### config.mk
export PLATFORM = sky130hd
export DESIGN_NAME = ebr_accum
export DESIGN_NICKNAME = d
export VERILOG_FILES = /design/src/hw/rtl/ebr_accum.sv
export SDC_FILE = /design/constraint.sdc
export NUM_CORES = 2
export LEC_CHECK = 0
export BUFFER_PORTS_ARGS = -buffer_cell sky130_fd_sc_hd__buf_2
export CAP_MARGIN = 30
export CORE_UTILIZATION = 30
export CTS_CLUSTER_DIAMETER = 40
export DETAILED_ROUTE_END_ITERATION = 6
export PLACE_DENSITY = 0.51
export SYNTH_ARGS = -nofsm -noshare
export SYNTH_HDL_FRONTEND = slang
export SYNTH_SLANG_ARGS = --single-unit
### constraint.sdc
create_clock -name clk -period 90 [get_ports clk]
set_input_delay 4.5 -clock clk [delete_from_list [all_inputs] [get_ports clk]]
set_output_delay 4.5 -clock clk [all_outputs]
set_load 0.01 [all_outputs]
### src/hw/rtl/ebr_accum.sv
// Per-column accumulator memory holding the sum, the max and the max row of each column.
module ebr_accum #(
    parameter int LANES = 16,
    parameter int SLICES = 4,
    parameter int SL_W = 2
) (
    input  logic                                clk,
    input  logic                                rd_en,
    input  logic [SL_W-1:0]                     rd_slice,
    output logic [LANES-1:0][58:0]              rd_data,
    input  logic                                wr_en,
    input  logic [SL_W-1:0]                     wr_slice,
    input  logic [LANES-1:0][58:0]              wr_data
);

    logic [LANES-1:0][58:0] mem [SLICES];

    always_ff @(posedge clk)
    begin
        if (wr_en)
        begin
            mem[wr_slice] <= wr_data;
        end
        if (rd_en)
        begin
            rd_data <= mem[rd_slice];
        end
    end

endmodule

# Word level (Yosys, flattened, before mapping)
# Memory sizes are Yosys's and may differ from the RTL's. A register that Yosys moved wholly into a read port is not among the register bits.
# Cells that the tools add are included.
# op_classes
mux	2
# ops
operator	count
two-way mux 1 bit	2
# totals
ff_bits	0
mem_bits_rw	3776
in_bits	951
out_inout_bits	944
mem_count	1
# mem_list
name	words	width	rd	rd_ports_with_merged_regs	write_ports	line_no	source
mem	4	944	1	1	1	16	logic [LANES-1:0][58:0] mem [SLICES];

# Logic depth before layout (Yosys ltp)
# logic_depth
ltp_word	2
ltp_mapped	5
depth_no_buf	1

# Worst setup path after synthesis
# No wires, ideal clock.
# synth_path
path_kind	in2reg
start	in wr_slice[1]
end	mem mem[0][0] in the netlist's numbering (enable)
setup_time_ns	3.627
t_arrival_ns	72.431
required_ns	86.373
slack_ns	13.942
stages	1
path_buffers	0
cell_sequence	nor3b_1
# synth_rtl
element	line_no	source
from (decl)	12	input logic [SL_W-1:0] wr_slice,
to (decl)	16	
# Straight into the memory's write port.

# Worst setup path after layout
# layout_path
start	in rd_en
end	reg rd_data[82] in the netlist's numbering, read port of mem (enable)
# layout_rtl
element	line_no	source
from (decl)	8	input logic rd_en,
to (decl)	10	output logic [LANES-1:0][58:0] rd_data,
# No word-level cell between the ends.

==> flow_metrics.py <==
metrics = {
    "run_status": {
        "status": "complete, no violations",
    },
    "sta": {
        "min_period_ns": 9.83,
        "setup_tns_ns": 0,
        "period_share": 0.109,
        "worstMarginPinSlew_ns": 1.24,
        "slew_headroom": 0.175,
        "rsz0062_at_grt": "no",
        "setup_viol": 0,
        "hold_slack_ns": 0.554,
        "fmax_mhz": 102,
        "hold_viol_final": 0,
        "finalClockSkew_ns": 0.0833,
        "slew_viol_final": 0,
    },
    "power": {
        "leakagePower_nw": 68.7,
        "power_density_mw_per_mm2": 26.3,
        "ir_drop_v": 0.0000262,
    },
    "cts": {
        "clock_path_buffers": 4,
        "insertion_delay_ns": 1.07,
        "numCtsBuffers": 637,
        "post_cts_resized": 0,
        "cts.sinks": 4720,
        "h-tree-depth": 6,
        "clk_pin_slew_ns": 0.05,
        "ctsHoldBuffers": 0,
        "cts-root-buf": "clkbuf_16",
        "cts_tree": "done",
        "post_cts_buffers": 0,
    },
    "die": {
        "die_h_um": 742,
        "fp.coreArea_mm2": 0.545,
        "ioPinCount": 1895,
        "start_util": 0.301,
        "dieArea_mm2": 0.550,
        "die_w_um": 742,
        "rows": 271,
    },
    "drt": {
        "routed_wl_um": 494000,
        "first_iter_violations": 7643,
        "wl_per_cell_um": 30.3,
        "routed_via_density": 4.69,
        "dr.pass1.iters": 5,
        "wl_met3_um": 67100,
        "top_layer": "met5",
        "remaining_drc_errors": 0,
        "ant_nets": 0,
        "vias": 76465,
        "drt-met1-wl_um": 174000,
        "wl_met2_um": 231000,
    },
    "synth": {
        "synth-seq-cells": 4720,
        "yosysTopAreaCell": "edfxtp_1",
        "synthSimpleGateAreaFrac": 0.000190,
        "synth_adder_area_share": 0,
        "synth_top_family_by_area": "multiplexers",
        "yosysSeqAreaShare": 0.863,
        "syn_inst": 5878,
        "synth_compound_area_frac": 0,
        "synthMuxAreaShare": 0.129,
        "synth_top_area_frac": 0.863,
        "syn_area_per_cell_um2": 27.9,
        "synth_cell_type_count": 10,
        "ys_warn_count": 0,
        "synth-xor-area-share": 0,
        "synthTopCellsByArea": "edfxtp_1, mux4_2, buf_2",
        "synth_nets": 6829,
        "syn_area_mm2": 0.164,
    },
    "worst_setup_path": {
        "crit_fanout": 117,
        "crit_path_start_kind": "input pin",
        "required_ns": 90.65,
        "startpoint": "rd_en",
        "crit_path_max_incr_delay_ns": 0.77,
        "path_cells": "buf_8 -> buf_12 -> buf_4 -> buf_4 -> buf_4 -> buf_4 -> buf_4 -> buf_4",
        "path_class": "in2reg",
        "cp.arrival_ns": 10.49,
        "end_kind": "flop",
        "cp_slowest_cell": "buf_4",
        "cp_common_cell": "buf_4",
        "r2r_start": "mem[2][387]",
    },
    "grt": {
        "overflow": 0,
        "grt_first_pass_wirelength_um": 665000,
        "antenna_found_initial": 484,
        "grtUsageTotal": 0.174,
        "grt_max_degree": 146,
        "grt_pass1_vias": 78375,
    },
    "run": {
        "drv_cap": 0,
    },
    "placed_design": {
        "hpwlAfterDp_um": 341000,
        "place_congestion": 0.815,
        "portBuffers": 1894,
    },
    "cells_and_area": {
        "final_cell_mix": "edfxtp_1, buf_2, mux4_2",
        "syn2layout_area_growth_pct": 25.1,
        "finalNetCount": 9280,
        "fillers": 48792,
        "layout_commonest_cell": "edfxtp_1",
        "drive_gt1_frac": 0.448,
    },
    "hold_path": {
        "hold_path_startpoint": "mem[3][807]",
        "hp-class": "reg2reg",
    },
}
==> per-layer routing <==
layer	vias to the layer above	GRT usage
met2	3420	0.276
met5	-	0
met3	1367	0.0957
met4	354	0.0619
li1	30996	-
met1	40328	0.198
==> final cells by class <==
| type | count | area [µm²] | area share |
|---|---|---|---|
| clock buffer | 711 | 16200 | 0.0790 |
| multi-input combinational | 948 | 21300 | 0.104 |
| timing repair buffer | 2022 | 11000 | 0.0534 |
| clock inverter | 459 | 5620 | 0.0273 |
| antenna | 210 | 526 | 0.00256 |
| sequential | 4720 | 142000 | 0.690 |
| tap | 7234 | 9050 | 0.0441 |
==> state kept, by name, summed over array words and instances, names as in the netlist <==
register and flops:
rd_data 944, mem 3776
==> where the power goes <==
| part | switching, mW | leakage (nW) | internal [mW] |
|---|---|---|---|
| Sequential | 0.0347 | 43.9 | 2.56 |
| Combinational | 0.164 | 14.3 | 0.103 |
| Clock | 1.02 | 10.4 | 1.52 |
==> worst max-delay path: cells and delay by family <==
family	cells	cell delay (ns)
buffers and inverters	8	5.40
==> metrics by stage <==
step / cell area [µm²] / cells / util / power (mW) / setup slack, ns
after floorplan: 164000 / 5878 / - / 2.82 / 13.94
after CTS: 205000 / 16086 / 0.376 / 5.46 / 80.01
after global routing: 205000 / 16127 / 0.376 / 5.56 / 79.87
after global placement: 183000 / 14909 / 0.335 / 2.90 / 78.80
after detailed placement: 183000 / 14916 / 0.336 / 2.91 / 78.85
final: 205000 / 16304 / 0.377 / 5.40 / 80.17
==> cells in the mapped netlist, drive strengths merged <==
library cell / number
buf: 195
clkbuf: 15
and3b: 2
nor3b: 1
mux4: 944
edfxtp: 4720
and3: 1
==> final timing paths <==
check | end | slack, ns | depth (start not counted)
worst max-delay path | rd_data[82] | 80.17 | 8
worst min-delay path | rd_data[807] | 0.55 | 1
worst max register to register | rd_data[387] | 88.75 | 1
worst min register to register | rd_data[807] | 0.55 | 1
==> kinds of logic after synthesis <==
family,count (synthesis)
flops,4720
buf+inv,210
mux,944
simple gates,4
(Power assumes the default switching activity.)
