### src/hw/rtl/ebr_divider.sv
// Restoring divider for the mean: signed 32-bit dividend by unsigned 16-bit count.
module ebr_divider (
    input  logic        clk,
    input  logic        rst_n,
    input  logic        start,
    input  logic [31:0] dividend,
    input  logic [15:0] divisor,
    output logic        done,
    output logic [31:0] quotient
);

    logic [31:0] quo_reg;
    logic [31:0] quo_next;
    logic [16:0] rem_reg;
    logic [16:0] rem_next;
    logic [15:0] dvs_reg;
    logic        neg_reg;
    logic [5:0]  cnt_reg;
    logic        run_reg;
    logic [16:0] trial;

    always_comb
    begin
        trial = {rem_reg[15:0], quo_reg[31]} - {1'b0, dvs_reg};
        if (!trial[16])
        begin
            rem_next = trial;
            quo_next = {quo_reg[30:0], 1'b1};
        end
        else
        begin
            rem_next = {rem_reg[15:0], quo_reg[31]};
            quo_next = {quo_reg[30:0], 1'b0};
        end
    end

    always_ff @(posedge clk or negedge rst_n)
    begin
        if (!rst_n)
        begin
            run_reg <= 1'b0;
            cnt_reg <= '0;
        end
        else if (start)
        begin
            run_reg <= 1'b1;
            cnt_reg <= 6'd0;
        end
        else if (run_reg)
        begin
            cnt_reg <= cnt_reg + 6'd1;
            if (cnt_reg == 6'd31)
            begin
                run_reg <= 1'b0;
            end
        end
    end

    always_ff @(posedge clk)
    begin
        if (start)
        begin
            quo_reg <= dividend[31] ? (32'd0 - dividend) : dividend;
            neg_reg <= dividend[31];
            rem_reg <= '0;
            dvs_reg <= divisor;
        end
        else if (run_reg)
        begin
            quo_reg <= quo_next;
            rem_reg <= rem_next;
        end
    end

    assign done = run_reg && (cnt_reg == 6'd31);
    assign quotient = neg_reg ? (32'd0 - quo_next) : quo_next;

endmodule

### config.mk
export PLATFORM = sky130hd
export DESIGN_NAME = ebr_divider
export DESIGN_NICKNAME = d
export VERILOG_FILES = /design/src/hw/rtl/ebr_divider.sv
export SDC_FILE = /design/constraint.sdc
export NUM_CORES = 1
export LEC_CHECK = 0
export ABC_CLOCK_PERIOD_IN_PS = 5400
export BUFFER_PORTS_ARGS = -buffer_cell sky130_fd_sc_hd__buf_2
export CAP_MARGIN = 5
export CORE_MARGIN = 2
export CORE_UTILIZATION = 26
export CTS_CLUSTER_SIZE = 24
export DETAILED_ROUTE_END_ITERATION = 6
export PLACE_DENSITY = 0.47
export RECOVER_POWER = 50
export SYNTH_ARGS = -nofsm -noshare
export SYNTH_HDL_FRONTEND = slang
export SYNTH_SLANG_ARGS = --single-unit
### constraint.sdc
create_clock -name clk -period 5.4 [get_ports clk]
set_clock_uncertainty 0.05 [all_clocks]
set_input_delay 1.08 -clock clk [delete_from_list [all_inputs] [get_ports clk]]
set_output_delay 1.08 -clock clk [all_outputs]
set_load 0.005 [all_outputs]
# After elaboration in Yosys (flattened, before gate mapping)
# Index checks and enable logic that the tools add are counted.
[word_totals]
register_bits = 72
in_bits = 51
out_inout_bits = 33
elab_cells = 24
[classes]
n_addsub = 4
n_eq_ne = 1
mux = 11
reduce_logical = 2
[op_table]
columns = ["operator", "count"]
rows = [
  ["2-to-1 mux 32 bit", 4],
  ["subtractor 1 x 32 -> 32 bit (first input constant)", 2],
  ["subtractor 17 x 16 -> 17 bit", 1],
  ["2-to-1 mux 16 bit", 1],
  ["2-to-1 mux 6 bit", 2],
  ["adder 6 x 1 -> 6 bit (second input constant)", 1],
  ["equality test 6 x 5 -> 1 bit (second input constant)", 1],
  ["2-to-1 mux 1 bit", 4],
  ["nonzero test 2 bit", 1],
  ["logical AND 1 bit", 1],
]

# Logic depth before layout (Yosys ltp)
# Gate-level depths: netlist (run 1).
[depth]
ltp_word = 4
depth_mapped = 15
mapped_depth_nobuf = 14

# Worst setup path after synthesis (run 1)
# OpenSTA, ideal clock, no wires.
[synth_path]
path_type = "register to output"
startpoint = "register quo_reg[31]"
endpoint = "output port quotient[24]"
t_arrival_ns = 3.370
required_ns = 4.270
path_slack_ns = 0.900
stages_incl_launch_ff = 16
path_buffers = 1
path_cell_list = "edfxtp_1 inv_1 ha_1 fa_1 nand2b_1 a21oi_1 o211ai_2 o21ai_0 o211ai_2 inv_2 buf_4 ha_1 nand3_1 or3_1 o31ai_1 xnor2_1"
[synth_via]
elab_chain_len = 4
[synth_rtl]
columns = ["item", "line_no", "source"]
rows = [
  ["from (decl)", "12", "logic [31:0] quo_reg;"],
  ["from (signal assigned)", "63", "quo_reg <= dividend[31] ? (32'd0 - dividend) : dividend;"],
  ["from (signal assigned)", "70", "quo_reg <= quo_next;"],
  ["subtractor 17 x 16 -> 17 bit", "24", "trial = {rem_reg[15:0], quo_reg[31]} - {1'b0, dvs_reg};"],
  ["2-to-1 mux 1 bit", "25", "if (!trial[16])"],
  ["subtractor 1 x 32 -> 32 bit", "76", "assign quotient = neg_reg ? (32'd0 - quo_next) : quo_next;"],
  ["2-to-1 mux 32 bit", "76", ""],
  ["to (decl)", "9", "output logic [31:0] quotient"],
]
# No other way between the ends.

# Worst setup path in the final report (run 1)
[layout_path]
startpoint = "register quo_reg[31]"
endpoint = "output port quotient[28]"
# The elaborated chain is that of the path after synthesis.

==> results of run 1 <==
## cell usage after synthesis, types with 6 or more instances
cell / instances
sky130_fd_sc_hd__inv_1: 24
sky130_fd_sc_hd__nor2_1: 63
sky130_fd_sc_hd__dfrtp_1: 7
sky130_fd_sc_hd__ha_1: 19
sky130_fd_sc_hd__o21ai_0: 33
sky130_fd_sc_hd__a21o_1: 6
sky130_fd_sc_hd__o31ai_1: 22
sky130_fd_sc_hd__o41ai_1: 8
sky130_fd_sc_hd__xnor2_1: 37
sky130_fd_sc_hd__clkbuf_1: 19
sky130_fd_sc_hd__dfxtp_1: 16
sky130_fd_sc_hd__nand2b_1: 12
sky130_fd_sc_hd__edfxtp_1: 49
sky130_fd_sc_hd__or3_1: 11
sky130_fd_sc_hd__nand2_1: 42
sky130_fd_sc_hd__a21oi_1: 42
sky130_fd_sc_hd__nand3_1: 7
sky130_fd_sc_hd__a311oi_1: 11
sky130_fd_sc_hd__xor2_1: 35
## what timing repair did
action                                  in CTS  in global routing
gates resized for setup                      0                  1
endpoints found under the setup margin       0                  3
buffers inserted                             0                  0
## cell type report
cell class                      instances  share of cell area, %
Clock buffer                           10                   4.02
Clock inverter                          6                   1.39
Inverter                               25                   1.58
Tap cell                              234                   4.93
Sequential cell                        72                   33.1
Multi-Input combinational cell        423                   47.6
Timing Repair Buffer                   87                   7.39
## cells in the final DEF, fill, tap and decap left out, types with 8 or more instances in the layout
cell | synthesis | layout
sky130_fd_sc_hd__buf_2 | 1 | 80
sky130_fd_sc_hd__nor2_1 | 63 | 63
sky130_fd_sc_hd__edfxtp_1 | 49 | 49
sky130_fd_sc_hd__nand2_1 | 42 | 42
sky130_fd_sc_hd__a21oi_1 | 42 | 42
sky130_fd_sc_hd__xnor2_1 | 37 | 37
sky130_fd_sc_hd__xor2_1 | 35 | 35
sky130_fd_sc_hd__o21ai_0 | 33 | 32
sky130_fd_sc_hd__inv_1 | 24 | 24
sky130_fd_sc_hd__o31ai_1 | 22 | 22
sky130_fd_sc_hd__ha_1 | 19 | 19
sky130_fd_sc_hd__dfxtp_1 | 16 | 16
sky130_fd_sc_hd__nand2b_1 | 12 | 12
sky130_fd_sc_hd__or3_1 | 11 | 11
sky130_fd_sc_hd__a311oi_1 | 11 | 11
sky130_fd_sc_hd__clkbuf_16 | 0 | 9
sky130_fd_sc_hd__o41ai_1 | 8 | 8
## final timing paths
kind                                      to        start  slack, ps
worst min-delay path              rem_reg[8]   rem_reg[7]        450
worst max register to register   quo_reg[11]      run_reg       2310
max in group asynchronous            run_reg        rst_n       4420
min in group asynchronous         cnt_reg[0]        rst_n        590
worst min register to register    rem_reg[8]   rem_reg[7]        450
worst max-delay path            quotient[28]  quo_reg[31]        430
## stage by stage
| step | cell area, sq um | hold WS, ps | util [%] | total power, mW | setup WS [ps] |
|---|---|---|---|---|---|
| 6_report | 5940 | 448 | 31.6 | 2.08 | 429 |
| 5_1_grt | 5940 | 487 | 31.6 | 2.22 | 63.8 |
| 3_5_place_dp | 5630 | 444 | 30.0 | 1.44 | 611 |
| 2_1_floorplan | 4980 | 417 | - | 1.21 | 900 |
| 4_1_cts | 5950 | 452 | 31.7 | 2.10 | 242 |
| 3_3_place_gp | 5630 | 434 | 30.0 | 1.43 | 716 |
## power by group
part	leakage [nW]	internal [mW]	switching [mW]
clock	0.158	0.415	0.238
combinational	1.45	0.292	0.390
sequential	0.715	0.673	0.0705
## per-layer routing
metal	global-route usage, %	vias to the layer above	wire length, microns
li1	-	2129	-
met1	17.2	1965	6310
met2	21.4	75	6150
met3	2.59	14	460
met4	5.63	2	219
met5	0	-	11
## worst max-delay path, cell delays in order, from the launching register on
cell and delay (ps):
sky130_fd_sc_hd__edfxtp_1 340, sky130_fd_sc_hd__inv_1 40, sky130_fd_sc_hd__ha_1 220, sky130_fd_sc_hd__fa_1 390, sky130_fd_sc_hd__nand2b_1 200, sky130_fd_sc_hd__a21oi_1 250
sky130_fd_sc_hd__o211ai_2 180, sky130_fd_sc_hd__o21ai_1 250, sky130_fd_sc_hd__o211ai_2 140, sky130_fd_sc_hd__inv_2 80, sky130_fd_sc_hd__ha_1 210, sky130_fd_sc_hd__nand3_1 190
sky130_fd_sc_hd__or3_1 440, sky130_fd_sc_hd__o31ai_1 300, sky130_fd_sc_hd__xnor2_1 150, sky130_fd_sc_hd__buf_2 130
## cell families after synthesis
family | Yosys count | synth area share [%]
xor+xnor | 72 | 12.7
mux | 5 | 1.00
buf+inv | 48 | 3.79
flops | 72 | 39.5
fa+ha+maj | 20 | 5.17
compound gates | 149 | 20.2
simple gates | 177 | 17.7
==> run_results.csv, run 1 <==
group,metric,value,unit
routing,finalWirelength,13200,microns
yosys,synth_flop_cell,"sky130_fd_sc_hd__edfxtp_1",
sta,clock.fmax,0.201,GHz
status,violations,"max-capacitance violations, max-slew violations",
setup_path,timing_worst_setup_path_type,"flop to output port",
finish,fin_nets,689,
placed_design,dp.cells,841,
yosys,synth.area.top_cells,"sky130_fd_sc_hd__edfxtp_1 (30%), sky130_fd_sc_hd__xnor2_1 (6.5%), sky130_fd_sc_hd__dfxtp_1 (6.4%)",
placed_design,place.port_buffers,83,
die,placement_rows,50,
yosys,synth.yosys.seq_area_share,39.5,%
power,vdd_drop_max,154,uV
yosys,post_synth_num_cell_types,56,
sta,rsz0062_at_grt,"false",
die,core_area,18800,sq um
power,power.density_cell_area,350,nW/um^2
finish,post_route_cells_drive_above_1_share,18.8,%
sta,finalCriticalPeriod,4970,ps
yosys,syn-mean-instance-area,9.17,sq um
sta,timing.max_slew.rel_slack,-67.6,%
grt,groute.usage.overall,13.2,%
grt,grt_pass1_wl,21100,microns
worst_hold_path,worstHoldPathCells,2,
sta,setup-tns-final,0,ps
routing,antenna_violating_nets_left,0,
routing,detailedRoute.firstPassIterationCount,4,
placed_design,finalWeightedCongestion,0.829,
yosys,synthArstFlopShare,9.72,%
die,dieWidth,142,microns
die,pin_count,84,
clock_tree,clk_root_buffer_cell,"sky130_fd_sc_hd__clkbuf_16",
routing,vias,4185,
finish,multi_input_area,2830,sq um
finish,flip_flop_count_of_the_largest_register_all_copies_and_words_added,32,
clock_tree,htree_levels,3,
setup_path,setup.worst_path.end_class,"output port",
sta,report.final.setup_viol,0,
die,initial_core_util,26.5,%
clock_tree,cts_tree,"done",
grt,grt_overflow,0,
routing,routed_wire_length_per_instance,15.3,microns
sta,final_min_period_over_clock_period,92.1,%
clock_tree,worst_skew_pair.late_latency,340,ps
clock_tree,clkTransAtPathRegs,60,ps
clock_tree,cts-hold-fix-buffers,0,
clock_tree,cts.sink_count,72,
placed_design,place.detailed.hpwl,9500,microns
routing,routed_via_density,4.88,
sta,hold_violations,0,
finish,area_of_all_sequential_standard_cells,1970,sq um
yosys,synth.largest_area_cell,"sky130_fd_sc_hd__edfxtp_1",
grt,grt_antenna_before_repair,1,
clock_tree,cts_made_buffers,9,
setup_path,critical_path_arrival,3840,ps
run,cap_violations,2,
clock_tree,cts_buffer_depth,2,
sta,max_slew_vio_count,110,
yosys,postSynthCellCount,543,
status,status,"complete, but fails checks",
yosys,synth.cell_area,4980,sq um
setup_path,worst_ep_required_time,4270,ps
sta,worst_pin_slew,2510,ps
routing,drt_iter0_markers,195,
finish,antennaDiodeCount,0,
routing,drc,0,
finish,finalNonFillerCells,857,
yosys,synthesis.nets,614,
worst_hold_path,holdCritPathClass,"flop to flop",
yosys,yosys_register_bits,72,
yosys,synth-edff-count,49,
grt,first_global_vias,4164,
yosys,synth.top_cell.area_share,29.5,%
setup_path,worst-r2r-cell-count,2,
finish,flow.area_growth_from_synthesis,19.2,%
die,dieArea,20300,sq um
grt,grt_max_degree,77,
setup_path,critPathLaunchType,"flop",
setup_path,crit_path_max_fanout,5,
finish,fillers,2006,
die,die_height,142,microns
yosys,synth_warnings,0,
power,static-leakage-power,2.33,nW
(Power assumes the default switching activity.)
==> inputs of run 2 (changes only) <==
--- a/config.mk
+++ b/config.mk
@@ -8,3 +8,2 @@
 export ABC_CLOCK_PERIOD_IN_PS = 5400
-export BUFFER_PORTS_ARGS = -buffer_cell sky130_fd_sc_hd__buf_2
 export CAP_MARGIN = 5
@@ -14,3 +13,4 @@
 export DETAILED_ROUTE_END_ITERATION = 6
-export PLACE_DENSITY = 0.47
+export DONT_BUFFER_PORTS = 1
+export PLACE_DENSITY = 0.43
 export RECOVER_POWER = 50
==> constraint.sdc (replaced) <==
create_clock -name clk -period 5.4 [get_ports clk]
set_clock_uncertainty 0.05 [all_clocks]
set_input_delay 0.81 -clock clk [delete_from_list [all_inputs] [get_ports clk]]
set_output_delay 0.81 -clock clk [all_outputs]
set_load 0.005 [all_outputs]
==> run 2 against run 1 <==
Against the previous run: the run still ends with max-capacitance violations, max-slew violations left; power decreased by 3.9%; worst setup slack worse by 17 ps; maximum frequency is 0.34% lower; sequential share of layout area rose by 2.5 points; cell count down 9.9%; non-clock buffer count down 85; utilization shrank 2.2 points; via count shrank 5.3%; largest power group unchanged.
==> run_results.csv, run 2 (same netlist as run 1, synthesis figures left out) <==
group,metric,value,unit
status,status,"complete, but fails checks",
status,violations,"max-capacitance violations, max-slew violations",
finish,flow.area_growth_from_synthesis,11.0,%
clock_tree,cts-hold-fix-buffers,0,
grt,first_global_vias,3880,
setup_path,critical_path_arrival,4130,ps
placed_design,dp.cells,756,
setup_path,worst_path_max_delay_cell,"sky130_fd_sc_hd__or3_1",
routing,finalWirelength,12900,microns
setup_path,worst-path-buf-inv,2,
placed_design,place.port_buffers,0,
finish,post_route_cells_drive_above_1_share,6.32,%
placed_design,finalWeightedCongestion,0.798,
routing,routed_wire_length_per_instance,16.7,microns
die,pin_count,84,
die,dieWidth,142,microns
setup_path,critical_path.cell_chain,"inv_1 -> ha_1 -> fa_1 -> nand2b_1 -> a21oi_1 -> o211ai_2 -> o21ai_0 -> o211ai_2 -> clkinv_2 -> ha_1 -> nand3_1 -> or3_1 -> o31ai_1 -> xnor2_1",
die,core_area,18800,sq um
run,cap_violations,1,
clock_tree,cts_made_buffers,9,
placed_design,placedInstanceArea,5190,sq um
sta,clock.fmax,0.200,GHz
clock_tree,clk_root_buffer_cell,"sky130_fd_sc_hd__clkbuf_16",
power,power.density_cell_area,361,nW/um^2
clock_tree,clkTransAtPathRegs,60,ps
finish,finalNonFillerCells,772,
grt,grt_max_degree,107,
power,total_power,2.00,mW
setup_path,critPathLaunchType,"flop",
grt,grt_pass1_wl,20400,microns
finish,fillers,2008,
power,vdd_drop_max,151,uV
routing,drc,0,
routing,detailedRoute.firstPassIterationCount,4,
sta,rsz0062_at_grt,"false",
die,placement_rows,50,
grt,grt_overflow,0,
routing,antenna_violating_nets_left,0,
finish,layout_commonest_cell,"sky130_fd_sc_hd__nor2_1",
finish,antennaDiodeCount,0,
setup_path,crit_path_max_fanout,16,
routing,vias,3962,
die,dieArea,20300,sq um
sta,finalCriticalPeriod,4990,ps
setup_path,setup.worst_path.start,"quo_reg[31]",
routing,drt_iter0_markers,219,
die,initial_core_util,26.5,%
sta,setup-tns-final,0,ps
worst_hold_path,holdCritPathClass,"primary input to asynchronous set/reset pin",
clock_tree,cts_tree,"done",
setup_path,worst_r2r_startpoint,"run_reg",
sta,worst_pin_slew,2430,ps
grt,grt_antenna_before_repair,0,
sta,final_min_period_over_clock_period,92.4,%
setup_path,timing_worst_setup_path_type,"flop to output port",
sta,max_slew_vio_count,33,
sta,timing.max_slew.rel_slack,-62.2,%
routing,routed_via_density,5.13,
clock_tree,htree_levels,3,
setup_path,critical-path-max-stage-delay,470,ps
placed_design,place.detailed.hpwl,9200,microns
clock_tree,worst_skew_pair.late_latency,350,ps
sta,hold_violations,0,
setup_path,setup.worst_path.end_class,"output port",
clock_tree,cts_buffer_depth,2,
finish,fin_nets,604,
finish,flip_flop_count_of_the_largest_register_all_copies_and_words_added,32,
setup_path,worst_ep_required_time,4540,ps
die,die_height,142,microns
finish,mostFrequentLayoutCells,"sky130_fd_sc_hd__nor2_1 (63), sky130_fd_sc_hd__edfxtp_1 (49), sky130_fd_sc_hd__nand2_1 (42), sky130_fd_sc_hd__a21oi_1 (42), sky130_fd_sc_hd__xnor2_1 (37)",
sta,report.final.setup_viol,0,
finish,fin_util,29.5,%
grt,groute.usage.overall,12.9,%
clock_tree,cts.sink_count,72,
power,static-leakage-power,2.01,nW
finish,area_of_all_placed_cells_without_fillers,5530,sq um
setup_path,kind_of_cell_adding_the_most_delay_to_the_critical_path,"compound AO/OA/AOI/OAI gates",
run 2: changes by cell type in the layout (fill, tap and decap cells not counted), sizes merged:
cell	change
buf	-82
bufinv	-2
clkbuf	+1
clkinv	-1
clkinvlp	-1
run 2: per-layer routing:
metal / vias up / wire length (microns) / global-route usage (%)
li1: 1963 / - / -
met4: 0 / 136 / 4.69
met5: - / 0 / 0
met1: 1915 / 6100 / 17.1
met2: 72 / 6010 / 20.2
met3: 12 / 682 / 3.50
run 2: worst reg2reg max path, delay by kind of cell (launching register included):
family	cells	cell delay [ps]
and+or+nand+nor	1	1870
buffers and inverters	1	1080
DFF	1	460
run 2: cell type report:
type | count | area, sq um | area share (%)
Inverter | 25 | 95.1 | 1.72
Clock buffer | 14 | 328 | 5.93
Timing Repair Buffer | 2 | 11.3 | 0.204
Sequential cell | 72 | 1970 | 35.6
Multi-Input combinational cell | 423 | 2830 | 51.1
Clock inverter | 2 | 11.3 | 0.204
Tap cell | 234 | 293 | 5.29
run 2: worst paths after layout:
check	to	slack, ps	depth (start not counted)
max reg2reg	quo_reg[0]	1500	2
min in group clk	rem_reg[13]	450	2
max in group asynchronous	cnt_reg[0]	5130	0
max	quotient[28]	410	14
min	run_reg	100	0
min reg2reg	rem_reg[13]	450	2
run 2: report_power, final:
part | total (mW) | leakage [nW] | internal [mW] | switching (mW)
sequential | 0.742 | 0.715 | 0.673 | 0.0692
combinational | 0.587 | 1.12 | 0.236 | 0.351
clock | 0.668 | 0.171 | 0.420 | 0.248
total | 2.00 | 2.01 | 1.33 | 0.668
run 2: what timing repair did:
item                                   in CTS  in global routing
gates resized for setup                     0                  1
setup buffers                               0                  0
setup endpoints to repair                   0                  2
endpoints found under the hold margin       0                  0
run 2: stage by stage:
step	setup WS [ps]	hold slack (ps)
3_5_place_dp	681	438
2_1_floorplan	1170	417
4_1_cts	296	86.2
6_report	412	103
3_3_place_gp	816	432
5_1_grt	55.8	85.1
